$ cat src/design/tsdp_pkg.sv
`timescale 1ns / 1ps
// Shared types and constants for the two-server move-cost block.
package tsdp_pkg;

	localparam int unsigned POS_W = 11;
	localparam int unsigned RES_W = 32;
	localparam logic [POS_W-1:0] POSITIONS_RESET = 11'd1024;

	typedef struct packed {
		logic [POS_W-1:0] source_pos;
		logic [POS_W-1:0] dest_pos;
		logic             first_of_test;
	} query_t;

	typedef struct packed {
		logic [RES_W-1:0] min_total_cost;
		logic             range_error;
	} result_t;

	// What a query does to the table
	typedef enum logic [1:0] {
		MODE_NONE   = 2'd0,
		MODE_CLEAR  = 2'd1,
		MODE_INIT   = 2'd2,
		MODE_UPDATE = 2'd3
	} mode_t;

	typedef struct packed {
		logic load;
		logic issue;
		logic fix;
		logic out_load;
	} cmd_t;

	typedef struct packed {
		logic  issue_done;
		logic  drained;
		mode_t mode;
	} sts_t;

endpackage

$ cat src/design/tsdp_ctrl.sv
`timescale 1ns / 1ps
// Controller state machine: table clear, walk sequencing and result handshake.
module tsdp_ctrl (
	input  logic           clk,
	input  logic           arst_n,
	input  logic           query_valid,
	output logic           query_ready,
	output logic           result_valid,
	input  logic           result_ready,
	output tsdp_pkg::cmd_t cmd,
	input  tsdp_pkg::sts_t sts
);

	typedef enum logic [4:0] {
		ST_CLR  = 5'b00001,
		ST_IDLE = 5'b00010,
		ST_WALK = 5'b00100,
		ST_FIX  = 5'b01000,
		ST_DONE = 5'b10000
	} state_t;

	state_t state_q, state_d;
	logic   out_valid_q;
	logic   walk_end;

	always_comb begin
		walk_end     = sts.issue_done && sts.drained;
		query_ready  = (state_q == ST_IDLE);
		cmd.load     = 1'b0;
		cmd.issue    = 1'b0;
		cmd.fix      = 1'b0;
		cmd.out_load = 1'b0;
		state_d      = state_q;
		unique case (state_q)
			ST_CLR: begin
				cmd.issue = !sts.issue_done;
				if (walk_end) begin
					state_d = ST_IDLE;
				end
			end
			ST_IDLE: begin
				if (query_valid) begin
					cmd.load = 1'b1;
					state_d  = ST_WALK;
				end
			end
			ST_WALK: begin
				if (sts.mode == tsdp_pkg::MODE_NONE) begin
					state_d = ST_DONE;
				end else begin
					cmd.issue = !sts.issue_done;
					if (walk_end) begin
						state_d = (sts.mode == tsdp_pkg::MODE_UPDATE) ? ST_FIX : ST_DONE;
					end
				end
			end
			ST_FIX: begin
				cmd.fix = 1'b1;
				state_d = ST_DONE;
			end
			ST_DONE: begin
				if (!out_valid_q || result_ready) begin
					cmd.out_load = 1'b1;
					state_d      = ST_IDLE;
				end
			end
			default: state_d = ST_CLR;
		endcase
	end

	always_ff @(posedge clk or negedge arst_n) begin
		if (!arst_n) begin
			state_q     <= ST_CLR;
			out_valid_q <= 1'b0;
		end else begin
			state_q <= state_d;
			if (cmd.out_load) begin
				out_valid_q <= 1'b1;
			end else if (result_ready) begin
				out_valid_q <= 1'b0;
			end
		end
	end

	assign result_valid = out_valid_q;

endmodule

$ cat config.mk
export PLATFORM = sky130hd
export DESIGN_NAME = tsdp_ctrl
export DESIGN_NICKNAME = d
export VERILOG_FILES = /design/src/design/tsdp_pkg.sv /design/src/design/tsdp_ctrl.sv
export SDC_FILE = /design/constraint.sdc
export NUM_CORES = 1
export LEC_CHECK = 0
export ABC_CLOCK_PERIOD_IN_PS = 1600
export BUFFER_PORTS_ARGS = -buffer_cell sky130_fd_sc_hd__clkbuf_2
export CAP_MARGIN = 20
export CELL_PAD_IN_SITES_DETAIL_PLACEMENT = 1
export CELL_PAD_IN_SITES_GLOBAL_PLACEMENT = 1
export CORE_AREA = 2 2 39 41
export CTS_CLUSTER_DIAMETER = 50
export DETAILED_ROUTE_END_ITERATION = 10
export DIE_AREA = 0 0 41 43
export PLACE_DENSITY_LB_ADDON = 0.1
export SLEW_MARGIN = 20
export SYNTH_ARGS = -nofsm -noshare
export SYNTH_HDL_FRONTEND = slang
export SYNTH_SLANG_ARGS = --single-unit
$ cat constraint.sdc
create_clock -name clk -period 1.6 [get_ports clk]
set_clock_uncertainty 0.05 [all_clocks]
set_input_delay 0.16 -clock clk [delete_from_list [all_inputs] [get_ports clk]]
set_output_delay 0.16 -clock clk [all_outputs]
set_load 0.05 [all_outputs]
==> flow_summary.ini <==
[outcome]
outcome = complete, but fails checks
violations = setup timing

[routing]
drt_iter0_drc = 11
drc = 0
postRouteAntennaNets = 0
post_drt_via_cell_ratio = 5.24
wl_per_cell_um = 16.6
via_count = 456
routed_wirelength_mm = 1.45
drt-pass1-iter-count = 4

[final_layout]
n_fill_cell = 167
syn2layout_area_growth_pct = 95.4
diodes = 0
final_layout_size_suffix_gt1_share_pct = 57.7
seq_area_um2 = 151
layout_common_cells = buf_4, clkbuf_2, nand2_1, dfrtp_1
multi_input_area_um2 = 262
layout_commonest_cell = buf_4
final_nets = 80
final_area_um2 = 694

[place]
post-place-ws_ps = -56.4
io_buffers = 13
place_area_um2 = 533
gp_congestion = 0.734
dp_hpwl_um = 954

[worst_setup_path]
path_class = reg2out
endpoint_kind = output port
required_ps = 1390
critPathLaunchType = flop
cp.arrival_ps = 1720
path_max_fanout = 3

[sta]
finalSetupViolCount = 5
worst_slack_ps = -332
report.final.slew_viol_count = 0
hold_ws_ps = 99.8
fin_crit_ps = 1930
fin_crit_sh_pct = 121
fmax_mhz = 518
worst_pin_slew_ps = 497
hold_viol = 0
grt_setup_unrepaired = true
slew_headroom_pct = 66.5

[clock_tree]
path_clk_slew_ps = 50
cts_buffer_depth = 2
htreeDepth = 1
cts_num_sinks = 6
insertion_delay_ps = 250
ctsRootBufferMaster = clkbuf_4
cts_tree = built
numCtsBuffers = 3

[global_routing]
grt_use_total_pct = 20.7
grt_pass1_wl_mm = 2.28
antenna_found_initial = 0
grt_max_degree = 7
grt-ovfl-total = 0
first_global_vias = 482

[synthesis]
ys_ff_latch = 6
ys_seq_area_share_pct = 42.6
syn-cell-area_um2 = 355
synthDistinctLibCells = 25
synth-warning-count = 0
synth_area_per_cell_um2 = 8.88
syn_nets = 48
synthCells = 40

[floorplan]
rows = 14
die_h_um = 43
start_util_pct = 25.7
io_pins = 14
die_width_um = 41
core_mm2 = 0.00138
die-area_mm2 = 0.00176

[pwr]
power_uw = 494
power_density_mw_per_mm2 = 711
ir_drop_mv = 0.323
p_leak_uw = 0.000323

[flow_run]
cap_viol_max_count = 0

[hold_path]
min_path_type = in2reg
## cell families after synthesis
logic type | after synthesis | share of synthesized area [%]
buf+inv | 2 | 2.11
flops | 6 | 42.6
simple gates | 25 | 40.5
compound gates | 7 | 14.8
## synth_stat cells
| cell type | instances | area (µm²) |
|---|---|---|
| o311ai_0 | 1 | 8.76 |
| nor4_1 | 2 | 12.5 |
| o21ai_0 | 1 | 5.00 |
| nor3b_1 | 1 | 7.51 |
| dfstp_2 | 1 | 26.3 |
| a21oi_2 | 1 | 8.76 |
| or3_1 | 1 | 6.26 |
| nor2_1 | 2 | 7.51 |
| a22o_1 | 1 | 8.76 |
| nand3_1 | 1 | 5.00 |
| o32ai_1 | 1 | 8.76 |
| or3_4 | 1 | 11.3 |
| and3_1 | 1 | 6.26 |
| a21oi_1 | 1 | 5.00 |
| dfrtp_1 | 5 | 125 |
| nand4_1 | 1 | 6.26 |
| nand2b_1 | 2 | 12.5 |
| nand3b_1 | 1 | 7.51 |
| nor2b_1 | 3 | 18.8 |
| nor3_1 | 2 | 10.0 |
| and2b_1 | 1 | 7.51 |
| and2_1 | 1 | 6.26 |
| nand2_1 | 5 | 18.8 |
| o211ai_1 | 1 | 7.51 |
| inv_1 | 2 | 7.51 |
## cell type report
class,count,share of cell area (%)
clock buffer,4,3.78
multi-input combinational,32,37.7
sequential,6,21.8
inverter,2,1.62
tap,16,2.88
timing repair buffer,27,32.3
## worst paths after layout
path,startpoint,end,slack [ps],cells after the start
max,state_q[4],cmd[2],-330,4
min,query_valid,state_q[1],100,2
max reg2reg,state_q[2],state_q[0],20,4
min reg2reg,result_valid,result_valid,500,2
max in group asynchronous,arst_n,state_q[0],1040,2
min in group asynchronous,arst_n,state_q[2],220,2
## power breakdown
part	switching, µW	internal (µW)	total [µW]
Combinational	85.0	79.3	164
Sequential	4.61	161	165
Clock	68.8	95.4	164
Total	158	336	494
## state kept, by name (all words and copies together), names as in the netlist
register,count
state_q,5
result_valid,1
## repair_timing
action	4_1_cts	5_1_grt
pin swaps	1	4
endpoints found under the setup margin	5	7
hold buffers	1	0
hold endpoints to repair	6	0
setup buffers	3	2
gates resized for setup	8	16
## per-stage QoR
| step | setup TNS [ps] | cells | utilization, % |
|---|---|---|---|
| 2_1_floorplan | -174 | 40 | - |
| 3_3_place_gp | -26.9 | 77 | 38.5 |
| 3_5_place_dp | -57.7 | 77 | 38.5 |
| 4_1_cts | -1150 | 85 | 45.8 |
| 5_1_grt | -1110 | 87 | 50.2 |
| 6_report | -835 | 87 | 50.2 |
## routing by layer
layer / GRT usage [%] / wire length, µm
met2: 33.1 / 815
met1: 23.4 / 539
met5: 0 / 0
met3: 4.71 / 60
met4: 12.7 / 30
## critical path: stages, from the launching register on
cell	delay, ps
dfrtp_1	410
or3_4	340
or3_4	410
a21oi_4	160
buf_12	150
Note: power is estimated with default switching activity, not from simulation.
